**src/rtl/core/psu_pkg.sv**
```systemverilog
// ============================================================================
// psu_pkg - PNG scanline unfilter shared definitions
// Types, register map and defaults used by the unfilter front end, queue,
// back end and top level.
// ============================================================================
package psu_pkg;

  localparam int unsigned ByteW     = 8;
  localparam int unsigned BppW      = 4;
  localparam int unsigned ColW      = 14;
  localparam int unsigned RowW      = 16;
  localparam int unsigned PAddrW    = 4;
  localparam int unsigned PDataW    = 32;
  localparam int unsigned QueueDepth = 4;

  localparam int unsigned DefMaxRowBytes   = 8192;
  localparam int unsigned DefMaxPixelBytes = 8;

  localparam logic [BppW-1:0] RstBpp      = 4'd4;
  localparam logic [ColW-1:0] RstRowBytes = 14'd4;
  localparam logic [RowW-1:0] RstRowCount = 16'd1;

  // register index = paddr[3:2]
  localparam logic [1:0] RegBpp      = 2'd0;
  localparam logic [1:0] RegRowBytes = 2'd1;
  localparam logic [1:0] RegRowCount = 2'd2;

  typedef enum logic [2:0] {
    FILT_NONE  = 3'd0,
    FILT_SUB   = 3'd1,
    FILT_UP    = 3'd2,
    FILT_AVG   = 3'd3,
    FILT_PAETH = 3'd4
  } psu_filter_e;

  localparam logic [ByteW-1:0] FiltMaxCode = 8'd4;

  typedef struct packed {
    logic [BppW-1:0] bpp;
    logic [ColW-1:0] row_bytes;
    logic [RowW-1:0] row_count;
  } psu_cfg_t;

  // one classified data byte, front end to back end
  typedef struct packed {
    logic [ByteW-1:0] data;
    logic [ColW-1:0]  col;
    psu_filter_e      filt;
    logic             first_row;
    logic             row_end;
    logic             image_end;
    logic             bad;
  } psu_entry_t;

endpackage

```
**src/rtl/core/psu_queue.sv**
```systemverilog
// ============================================================================
// psu_queue - classified byte queue
// Small FIFO between the unfilter front end and back end.
// ============================================================================
module psu_queue (
  input  logic                clk_i,
  input  logic                rst_ni,
  input  logic                push_i,
  input  psu_pkg::psu_entry_t entry_i,
  output logic                full_o,
  input  logic                pop_i,
  output logic                valid_o,
  output psu_pkg::psu_entry_t entry_o
);

  localparam int unsigned Depth = psu_pkg::QueueDepth;
  localparam int unsigned PtrW  = $clog2(Depth);
  localparam int unsigned CntW  = $clog2(Depth + 1);

  psu_pkg::psu_entry_t slots_q [Depth];
  logic [PtrW-1:0] wr_ptr_q, rd_ptr_q;
  logic [CntW-1:0] count_q;

  assign full_o  = (count_q == CntW'(Depth));
  assign valid_o = (count_q != '0);
  assign entry_o = slots_q[rd_ptr_q];

  always_ff @(posedge clk_i) begin
    if (push_i) slots_q[wr_ptr_q] <= entry_i;
  end

  always_ff @(posedge clk_i or negedge rst_ni) begin
    if (!rst_ni) begin
      wr_ptr_q <= '0;
      rd_ptr_q <= '0;
      count_q  <= '0;
    end else begin
      if (push_i) wr_ptr_q <= (wr_ptr_q == PtrW'(Depth - 1)) ? '0 : wr_ptr_q + 1'b1;
      if (pop_i)  rd_ptr_q <= (rd_ptr_q == PtrW'(Depth - 1)) ? '0 : rd_ptr_q + 1'b1;
      if (push_i && !pop_i)      count_q <= count_q + 1'b1;
      else if (pop_i && !push_i) count_q <= count_q - 1'b1;
    end
  end

  a_no_overflow: assert property (@(posedge clk_i) disable iff (!rst_ni)
    !(push_i && full_o))
    else $error("push into full queue");

endmodule

```
**config.mk**
```make
export PLATFORM = sky130hd
export DESIGN_NAME = psu_queue
export DESIGN_NICKNAME = d
export VERILOG_FILES = /design/src/rtl/core/psu_pkg.sv /design/src/rtl/core/psu_queue.sv
export SDC_FILE = /design/constraint.sdc
export NUM_CORES = 1
export LEC_CHECK = 0
export BUFFER_PORTS_ARGS = -buffer_cell sky130_fd_sc_hd__buf_2
export CAP_MARGIN = 10
export CORE_ASPECT_RATIO = 0.6
export CORE_MARGIN = 3
export CORE_UTILIZATION = 36
export DETAILED_ROUTE_END_ITERATION = 16
export HOLD_SLACK_MARGIN = 0.08
export MAX_ROUTING_LAYER = met4
export PLACE_DENSITY = 0.54
export SLEW_MARGIN = 20
export SYNTH_ARGS = -nofsm -noshare
export SYNTH_HDL_FRONTEND = slang
export SYNTH_SLANG_ARGS = --single-unit
```
**constraint.sdc**
```tcl
create_clock -name clk_i -period 1.8 [get_ports clk_i]
set_clock_uncertainty 0.15 [all_clocks]
set_input_delay 0.27 -clock clk_i [delete_from_list [all_inputs] [get_ports clk_i]]
set_output_delay 0.27 -clock clk_i [all_outputs]
set_load 0.03 [all_outputs]
```
==> parameters.txt <==
Parameter                              Value

Power and ir drop
  Power density relative to cell area    1760 mW/mm^2
  Sequential share of power    33.9%
  Pint    7.81 mW
  Combinational power share    37.8%
  Power share of the clock group    28.3%
  Worst vdd rail ir drop    0.903 mV
  Power spent charging and discharging nets    3.49 mW
  Reported leakage power    2.31 nW
  Switch share    30.9%
  Post-route total power    11.3 mW

Synthesis
  Post-synthesis share of cell area spent on and, or, nand and nor gates    1.20%
  Count of unique library cells instantiated by Yosys    20
  Number of storage elements in the synthesis netlist    123
  Syn Inst Count    188
  Combinational family with the most area after synthesis    multiplexers
  Post-synthesis area per instance    24.5 um^2
  Share of synthesized cell area in full adder, half adder and majority cells    2.07%
  XOR/XNOR Fraction of Synth Area    0.571%
  Portion of the post-synthesis area used by sequential elements    79.5%
  Area fraction in compound gates after synthesis    0.218%
  Post-synthesis cell area    0.00460 mm^2
  Synthesis warning total    0
  Syn Nets    228
  Fraction of synthesized area in multiplexers    15.0%

Timing
  Final cycle utilization of the critical path    122%
  RSZ-0062 raised after global routing    true
  Actual slew at the worst max-slew pin    474 ps
  Number of pins exceeding their max-slew limit in the final report    0
  Minimum hold slack    149 ps
  Total of endpoints with negative setup slack in the final report    29
  Setup slack after layout    -392 ps
  Final count of hold timing violations    0
  Max Freq    0.456 GHz
  Slew margin rel.    68.4%
  Post-route minimum period    2190 ps
  Sum of negative setup slack    -10070 ps

Worst setup path
  Worst Setup End Kind    primary output
  Data required time of the worst path    1380 ps
  Type of the worst setup path    reg2out
  CP Data Arrival Time    1770 ps
  Critical path startpoint category    flip-flop
  Peak fanout along the critical path    6

Global route
  Maximum number of pins on one net before global-route repair    30
  Total routing usage reported by global routing    13.7%
  Global route total overflow    0
  Via count of the first global-routing pass    2395
  Antenna violations before repair    0
  First-pass GRT wire length    13700 um

Drt
  Drt total wl    8750 um
  Violation count after the first detailed-routing iteration    137
  Post-route ant nets    0
  Via density per instance    4.64
  Drt drc    0
  Detailed-route via count    2288
  Pre-Repair DR Iteration Count    4
  Wire length per cell    17.8 um

Placed design
  Post-Place Worst Slack    -3.66 ps
  Area of placed instances    0.00527 mm^2
  DP HPWL    5370 um
  Number of input and output port buffers inserted    63
  Weighted congestion reported at the end of routability-driven placement    0.667
  Number of cells after detailed placement    423

Cells and area
  Design area    0.00643 mm^2
  Fraction of the core area covered by cells at the end of the flow    52.5%
  Synth-to-layout area growth    39.8%
  Diode count    0
  Final Instance Count excl. Fillers    493
  Share of final-layout standard cells stronger than drive strength 1    44.8%
  Number of nets in the final layout    355

Status
  Violations in the final reports    negative setup slack
  Result of the run    finished with violations

Clock tree
  Max H-tree Level    4
  Clock buffer depth    2
  Number of buffers inserted during clock tree synthesis    17
  CTS clock-pin slew for the worst setup and hold paths    60 ps
  Num Clock Sinks    123
  Buffer type at the clock tree root    clkbuf_16
  CTS tree    yes
  Insertion delay of the later-clocked pin in the worst-skew pair    400 ps

Floorplanning
  Core area    0.0123 mm^2
  Top-level I/O count    64
  Std-Cell Rows    31
  Horiz. Die Dim    152 um
  Starting density of the core    37.5%
  Die Area    0.0142 mm^2
  Chip Height    93.6 um

Job
  Number of maximum-capacitance violations    0

Hold path
  Hold crit path type    in2reg
cell families (layout without fill, tap and decap cells):
group,after synthesis,after routing
flops,123,123
mux,32,32
simple gates,10,10
fa+ha+maj,7,7
xor+xnor,3,3
compound gates,2,2
buf+inv,11,151
cell type report:
cell class,count,area [um^2]
sequential,123,3660
clock inverter,13,128
fill,1012,5820
multi-input combinational,54,886
timing repair buffer,114,1100
clock buffer,19,433
tap,165,206
inverter,5,18.8
per-layer routing:
layer	wire, um	GRT usage (%)	part of all wire (%)	up-vias
met5	0	-	0	-
met4	99	5.39	1.1	0
met3	495	5.32	5.7	9
met2	3850	19.0	44	66
met1	4310	18.3	49	1169
li1	-	-	-	1044
placed cells by master (no fill, tap or decap), types with 3 or more instances in the layout:
master         netlist  layout
mux2_2               3       3
buf_4                0       9
and2_2               0       3
mux4_2              28      28
clkinv_2             0       5
clkinvlp_4           0       4
dfrtp_1              7       6
buf_6                3      30
buf_2                2      32
inv_1                5       5
dlygate4sd3_1        0      32
ha_1                 6       5
buf_12               0       8
clkbuf_16            0      17
edfxtp_1           116     116
flip-flops by register name (all words and copies together), names as in the netlist:
| name | flops |
|---|---|
| slots_q | 116 |
| rd_ptr_q | 2 |
| wr_ptr_q | 2 |
| count_q | 3 |
repair_timing:
item,CTS,global route
hold endpoints to repair,127,0
cloned,2,0
endpoints found under the setup margin,59,31
hold buffers,33,0
pin swaps,0,2
setup buffers,4,1
gates resized for setup,61,7
power groups by stage:
stage                     Sequential (mW)  Combinational (mW)  Clock (mW)
final                                3.83                4.27        3.19
after global routing                 3.88                4.52        3.41
after CTS                            3.84                4.37        3.27
after detailed placement             3.93                3.42           0
after global placement               3.91                3.43           0
after floorplan                      3.87                2.36           0
cell usage after synthesis:
library cell	count	area, um^2
edfxtp_1	116	3480
mux4_2	28	631
dfrtp_1	7	175
ha_1	6	75.1
inv_1	5	18.8
and2_1	4	25.0
buf_6	3	33.8
mux2_2	3	33.8
buf_2	2	10.0
nor2_1	2	7.51
o21ai_0	2	10.0
xor2_1	2	17.5
clkbuf_1	1	3.75
fa_1	1	20.0
mux4_1	1	26.3
nand2_1	1	3.75
nand3_1	1	5.00
nor3b_1	1	7.51
or3_1	1	6.26
xnor2_1	1	8.76
worst max-delay path, stage by stage (launching register included):
cell and delay (ps):
dfrtp_2 380, buf_12 140, buf_12 130, mux4_2 540
buf_6 160
path summary, 6_finish.rpt:
check                            startpoint        endpoint  slack (ps)  depth (start not counted)
worst max-delay path            rd_ptr_q[0]     entry_o[28]        -390                          4
worst min-delay path                  pop_i      count_q[0]         150                          4
worst max register to register  wr_ptr_q[0]  slots_q[2][21]         120                          5
worst min register to register   count_q[2]      count_q[2]         320                          1
max in group asynchronous            rst_ni     rd_ptr_q[0]         530                          3
min in group asynchronous            rst_ni      count_q[1]         690                          3
No activity file was read; power rests on OpenSTA's default activity.
