[src/rtl/core/psu_pkg.sv]
// ============================================================================
// psu_pkg - PNG scanline unfilter shared definitions
// Types, register map and defaults used by the unfilter front end, queue,
// back end and top level.
// ============================================================================
package psu_pkg;

  localparam int unsigned ByteW     = 8;
  localparam int unsigned BppW      = 4;
  localparam int unsigned ColW      = 14;
  localparam int unsigned RowW      = 16;
  localparam int unsigned PAddrW    = 4;
  localparam int unsigned PDataW    = 32;
  localparam int unsigned QueueDepth = 4;

  localparam int unsigned DefMaxRowBytes   = 8192;
  localparam int unsigned DefMaxPixelBytes = 8;

  localparam logic [BppW-1:0] RstBpp      = 4'd4;
  localparam logic [ColW-1:0] RstRowBytes = 14'd4;
  localparam logic [RowW-1:0] RstRowCount = 16'd1;

  // register index = paddr[3:2]
  localparam logic [1:0] RegBpp      = 2'd0;
  localparam logic [1:0] RegRowBytes = 2'd1;
  localparam logic [1:0] RegRowCount = 2'd2;

  typedef enum logic [2:0] {
    FILT_NONE  = 3'd0,
    FILT_SUB   = 3'd1,
    FILT_UP    = 3'd2,
    FILT_AVG   = 3'd3,
    FILT_PAETH = 3'd4
  } psu_filter_e;

  localparam logic [ByteW-1:0] FiltMaxCode = 8'd4;

  typedef struct packed {
    logic [BppW-1:0] bpp;
    logic [ColW-1:0] row_bytes;
    logic [RowW-1:0] row_count;
  } psu_cfg_t;

  // one classified data byte, front end to back end
  typedef struct packed {
    logic [ByteW-1:0] data;
    logic [ColW-1:0]  col;
    psu_filter_e      filt;
    logic             first_row;
    logic             row_end;
    logic             image_end;
    logic             bad;
  } psu_entry_t;

endpackage

[src/rtl/core/psu_ifs.sv]
// ============================================================================
// psu_ifs - PNG scanline unfilter stream interfaces
// Valid/ready channels for filtered input bytes and reconstructed bytes.
// ============================================================================
interface psu_in_if;
  logic       valid;
  logic       ready;
  logic [7:0] filtered_byte;

  modport source (output valid, output filtered_byte, input ready);
  modport sink   (input valid, input filtered_byte, output ready);
endinterface


[src/rtl/core/psu_front.sv]
// ============================================================================
// psu_front - unfilter front end
// Accepts stream bytes, takes filter-type bytes, tags data bytes with column,
// filter, first-row, bad and row/image end flags, pushes them to the queue.
// ============================================================================
module psu_front #(
  parameter int unsigned MAX_ROW_BYTES = psu_pkg::DefMaxRowBytes
) (
  input  logic                clk_i,
  input  logic                rst_ni,
  input  psu_pkg::psu_cfg_t   cfg_i,
  psu_in_if.sink              in_bus,
  input  logic                full_i,
  output logic                push_o,
  output psu_pkg::psu_entry_t entry_o
);

  logic                         await_q;
  logic [psu_pkg::ColW-1:0]     col_q;
  logic [psu_pkg::RowW-1:0]     row_q;
  psu_pkg::psu_filter_e         filt_q;
  logic                         bad_q;

  logic        accept;
  logic        is_bad;
  logic        rend, iend;
  logic [31:0] rb_eff, rc_eff;

  assign in_bus.ready = !full_i;
  assign accept       = in_bus.valid && !full_i;

  always_comb begin
    if (cfg_i.row_bytes == '0)                            rb_eff = 32'd1;
    else if (32'(cfg_i.row_bytes) > 32'(MAX_ROW_BYTES))   rb_eff = 32'(MAX_ROW_BYTES);
    else                                                  rb_eff = 32'(cfg_i.row_bytes);
    rc_eff = (cfg_i.row_count == '0) ? 32'd1 : 32'(cfg_i.row_count);
  end

  assign is_bad = in_bus.filtered_byte > psu_pkg::FiltMaxCode;
  assign rend   = (32'(col_q) + 32'd1) >= rb_eff;
  assign iend   = rend && ((32'(row_q) + 32'd1) >= rc_eff);

  assign push_o = accept && !await_q;
  always_comb begin
    entry_o.data      = in_bus.filtered_byte;
    entry_o.col       = col_q;
    entry_o.filt      = filt_q;
    entry_o.first_row = (row_q == '0);
    entry_o.row_end   = rend;
    entry_o.image_end = iend;
    entry_o.bad       = bad_q;
  end

  always_ff @(posedge clk_i or negedge rst_ni) begin
    if (!rst_ni) begin
      await_q <= 1'b1;
      col_q   <= '0;
      row_q   <= '0;
      filt_q  <= psu_pkg::FILT_NONE;
      bad_q   <= 1'b0;
    end else if (accept) begin
      if (await_q) begin
        bad_q   <= is_bad;
        filt_q  <= is_bad ? psu_pkg::FILT_NONE
                          : psu_pkg::psu_filter_e'(in_bus.filtered_byte[2:0]);
        col_q   <= '0;
        await_q <= 1'b0;
      end else if (rend) begin
        col_q   <= '0;
        await_q <= 1'b1;
        row_q   <= iend ? '0 : row_q + 1'b1;
      end else begin
        col_q   <= col_q + 1'b1;
      end
    end
  end

endmodule

[src/flat_wrapper.sv]
// flat-port wrapper written by rule: the top's interface ports become plain ports
module psu_front_flat 
#(
  parameter int unsigned MAX_ROW_BYTES = psu_pkg::DefMaxRowBytes
)
  (clk_i, rst_ni, cfg_i, full_i, push_o, entry_o, in_bus_valid, in_bus_filtered_byte, in_bus_ready);
  psu_in_if in_bus_i ();
  input  logic clk_i;
  input  logic rst_ni;
  input  psu_pkg::psu_cfg_t cfg_i;
  input  logic full_i;
  output logic push_o;
  output psu_pkg::psu_entry_t entry_o;
  input wire logic [$bits(in_bus_i.valid)-1:0] in_bus_valid;
  input wire logic [$bits(in_bus_i.filtered_byte)-1:0] in_bus_filtered_byte;
  output wire logic [$bits(in_bus_i.ready)-1:0] in_bus_ready;
  assign in_bus_i.valid = in_bus_valid;
  assign in_bus_i.filtered_byte = in_bus_filtered_byte;
  assign in_bus_ready = in_bus_i.ready;
  psu_front #(.MAX_ROW_BYTES(MAX_ROW_BYTES)) u_core (.clk_i(clk_i), .rst_ni(rst_ni), .cfg_i(cfg_i), .in_bus(in_bus_i), .full_i(full_i), .push_o(push_o), .entry_o(entry_o));
endmodule
[config.mk]
export PLATFORM = sky130hd
export DESIGN_NAME = psu_front_flat
export DESIGN_NICKNAME = d
export VERILOG_FILES = /design/src/rtl/core/psu_pkg.sv /design/src/rtl/core/psu_ifs.sv /design/src/rtl/core/psu_front.sv /design/src/flat_wrapper.sv
export SDC_FILE = /design/constraint.sdc
export NUM_CORES = 1
export LEC_CHECK = 0
export BUFFER_PORTS_ARGS = -buffer_cell sky130_fd_sc_hd__buf_4
export CAP_MARGIN = 20
export CORE_MARGIN = 2
export CORE_UTILIZATION = 55
export DETAILED_ROUTE_END_ITERATION = 6
export GPL_TIMING_DRIVEN = 0
export PLACE_DENSITY = 0.83
export SLEW_MARGIN = 30
export SYNTH_ARGS = -nofsm -noshare
export SYNTH_HDL_FRONTEND = slang
export SYNTH_SLANG_ARGS = --single-unit
[constraint.sdc]
create_clock -name clk_i -period 9.6 [get_ports clk_i]
set_input_delay 1.92 -clock clk_i [delete_from_list [all_inputs] [get_ports clk_i]]
set_output_delay 1.92 -clock clk_i [all_outputs]
set_load 0.01 [all_outputs]
==> impl_metrics.yaml <==
yosys:
  ys_seq_area_frac: 0.2969
  yosysWarnings: 0
  synth-seq-cells: 35
  synth_area_sq_um: 2954
  syn_inst: 339
  synth_ff_type: "dfrtp_1"
  ys_types: 46
  synth_fp_nets: 418
  synth_edf_count: 0
  avgSynthCellArea_sq_um: 8.714
  synthArstFlopShare: 1.000
critical_path:
  rr_startpoint: "u_core.row_q[0]$_DFFE_PN0P_"
  worst-r2r-setup-slack_ps: 5110
  worstPathMaxFanout: 10
  timing.critical_path.mode_cell: "buf_4"
  crit_arrival_ps: 4870
  r2r.worst_path.cells: 14
  cp_slowest_cell: "a2111o_1"
  crit-reg2reg-capture: "u_core.row_q[0]$_DFFE_PN0P_"
  worstPathCellList: "buf_4 > nor4_1 > nand4_1 > a21oi_1 > ha_1 > nand2b_1 > a2111o_1 > a41o_1 > nor3_1 > buf_2 > a21oi_1 > buf_4 > buf_4"
  worstPathRequired_ps: 7680
  start_kind: "primary input"
  max_stage_delay_ps: 430
  worstSetupEndpointType: "primary output"
  path_class: "in2out"
final_layout:
  nets: 497
  fin_util: 0.7164
  syn2layout_area_growth_pct: 24.65
  drive_above_1_share: 0.2506
  diodes: 0
  design_area_sq_um: 3682
  fill_cells: 429
min_path:
  min_path_cells: 2
  min_path_type: "reg2reg"
  hp-start: "u_core.await_q$_DFFE_PN1P_"
  worstHoldEndpoint: "u_core.await_q$_DFFE_PN1P_"
cts:
  cts_made_buffers: 5
  cts.path.max_buffers: 2
  clkLatencyLatePin_ps: 290
  h-tree-depth: 2
  cts_tree: "done"
  cts_hold_buf: 0
  cts_setup_buffers: 0
  cts_resized: 0
  clk_transition_reported_paths_ps: 70
  clockRootBuffer: "clkbuf_8"
  cts.sinks: 35
detailed_routing:
  drcViolationCount: 0
  wl_um: 7448
  avgViaCountPerCell: 5.836
  first_pass_iters: 4
  ant_nets: 0
  vias: 2854
  drt-initial-drc-count: 233
  wl_per_cell_um: 15.23
sta:
  hold_ws_ps: 500.2
  worst_pin_slew_ps: 955.3
  skew_ps: 5.160
  fin_setup_tns_ps: 0
  report.final.slew_viol_count: 0
  hold_viol_final: 0
  min_period_over_period: 0.7073
  period_needed_ps: 6790
  setup_viol: 0
  rsz0062_at_grt: "no"
  slew-limit-headroom: 0.3631
  clock.fmax_mhz: 147.3
global_route:
  grt.total_usage: 0.2684
  grt_max_degree: 36
  overflow: 0
  grt_pass1_wl_um: 12990
  grt_pass1_vias: 2789
  grt_antenna_before_repair: 0
power_and_ir_drop:
  p_leak_nw: 1.940
  peakVddDrop_mv: 0.1233
  p_per_area_nw_per_um2: 121.6
placed_design:
  routabilityCongestion: 0.8358
  post_dp_cell_area_sq_um: 3582
  port_buffers: 72
  hpwlAfterDp_um: 5872
die:
  fp.dieW_um: 77.29
  core_area_sq_um: 5140
  ios: 77
  die_h_um: 77.29
  die_area_sq_um: 5973
  rows: 26
  start_util: 0.5747
run_status:
  status: "complete, no violations"
run:
  maxCapViolCount: 0
-- placed cells by master (no fill, tap or decap), drive strengths merged, types with 14 or more instances in the layout --
master  synthesis  routed
dfrtp          34      34
nand3          17      17
clkbuf          6      14
inv            26      26
ha             33      33
buf            15      87
xnor2          15      15
nor2           20      20
nand2          35      35
-- worst max-delay path, delay by kind of cell --
| family | cells | cell delay, ps |
|---|---|---|
| and+or+nand+nor | 4 | 1010 |
| buffers and inverters | 4 | 720 |
| AOI/OAI and AO/OA | 4 | 980 |
| adders and majority gates | 1 | 240 |
-- worst max-delay path by stage --
stage / start / end / slack (ps) / cells past startpoint
2_1_floorplan: cfg_i[17] / entry_o[1] / 3500 / 11
3_3_place_gp: cfg_i[23] / entry_o[1] / 2880 / 13
3_5_place_dp: cfg_i[17] / entry_o[1] / 2850 / 13
4_1_cts: cfg_i[17] / entry_o[1] / 2840 / 13
5_1_grt: cfg_i[23] / entry_o[1] / 2490 / 13
6_report: cfg_i[17] / entry_o[1] / 2810 / 13
-- cell families after synthesis --
kind of cell,Yosys count,synth area share
xor+xnor,25,0.07412
simple gates,130,0.2270
buf+inv,47,0.07751
mux,1,0.003812
compound gates,68,0.1809
fa+ha+maj,33,0.1398
flops,35,0.2969
-- report_power, final --
| group | internal (mW) | total (mW) | switching, mW |
|---|---|---|---|
| clock | 0.0655 | 0.118 | 0.0526 |
| combinational | 0.0767 | 0.149 | 0.0728 |
| sequential | 0.161 | 0.180 | 0.0197 |
| total | 0.303 | 0.448 | 0.145 |
-- metrics by stage --
| step | instances | setup slack (ps) | power (mW) |
|---|---|---|---|
| 5_1_grt | 489 | 2490 | 0.4784 |
| 3_3_place_gp | 481 | 2880 | 0.3242 |
| 3_5_place_dp | 481 | 2854 | 0.3308 |
| 6_report | 489 | 2810 | 0.4478 |
| 4_1_cts | 489 | 2835 | 0.4488 |
| 2_1_floorplan | 339 | 3496 | 0.2649 |
-- cell type report --
class	count	area (sq um)	area share
Sequential cell	35	877.1	0.2382
Tap cell	70	87.58	0.02379
Multi-Input combinational cell	257	1848	0.5019
Buffer	21	131.4	0.03568
Clock buffer	8	100.1	0.02718
Inverter	26	97.59	0.02650
Timing Repair Buffer	72	540.5	0.1468
-- cell usage after synthesis, types with 3 or more instances --
master | instances | area share
ha_1 | 33 | 0.14
nor2b_1 | 3 | 0.0064
buf_2 | 3 | 0.0051
nand2b_1 | 3 | 0.0064
inv_1 | 26 | 0.033
nand3_1 | 17 | 0.029
a21o_1 | 4 | 0.010
or2_2 | 3 | 0.0064
a32o_1 | 11 | 0.037
dfrtp_1 | 34 | 0.29
buf_4 | 11 | 0.028
nor2_1 | 19 | 0.024
clkbuf_1 | 6 | 0.0076
o21bai_1 | 5 | 0.013
a21oi_1 | 10 | 0.017
xnor2_1 | 15 | 0.044
o21ai_0 | 11 | 0.019
nand2_1 | 35 | 0.044
xor2_1 | 10 | 0.030
nand4_1 | 11 | 0.023
a31o_2 | 3 | 0.0089
a22o_1 | 12 | 0.036
and3_1 | 9 | 0.019
nor4_1 | 9 | 0.019
nor3_1 | 9 | 0.015
-- registers in the layout, indices dropped and copies added, names as in the netlist --
signal / count
u_core.row_q: 16
u_core.col_q: 14
u_core.filt_q: 3
u_core.await_q: 1
u_core.bad_q: 1
-- metal layers --
metal,global-route usage,part of all wire,vias to the layer above
met5,0,0,-
met4,0.06786,0.012,0
met3,0.04000,0.063,10
met2,0.4539,0.48,85
met1,0.3600,0.45,1360
li1,-,-,1399
(Power assumes the default switching activity.)
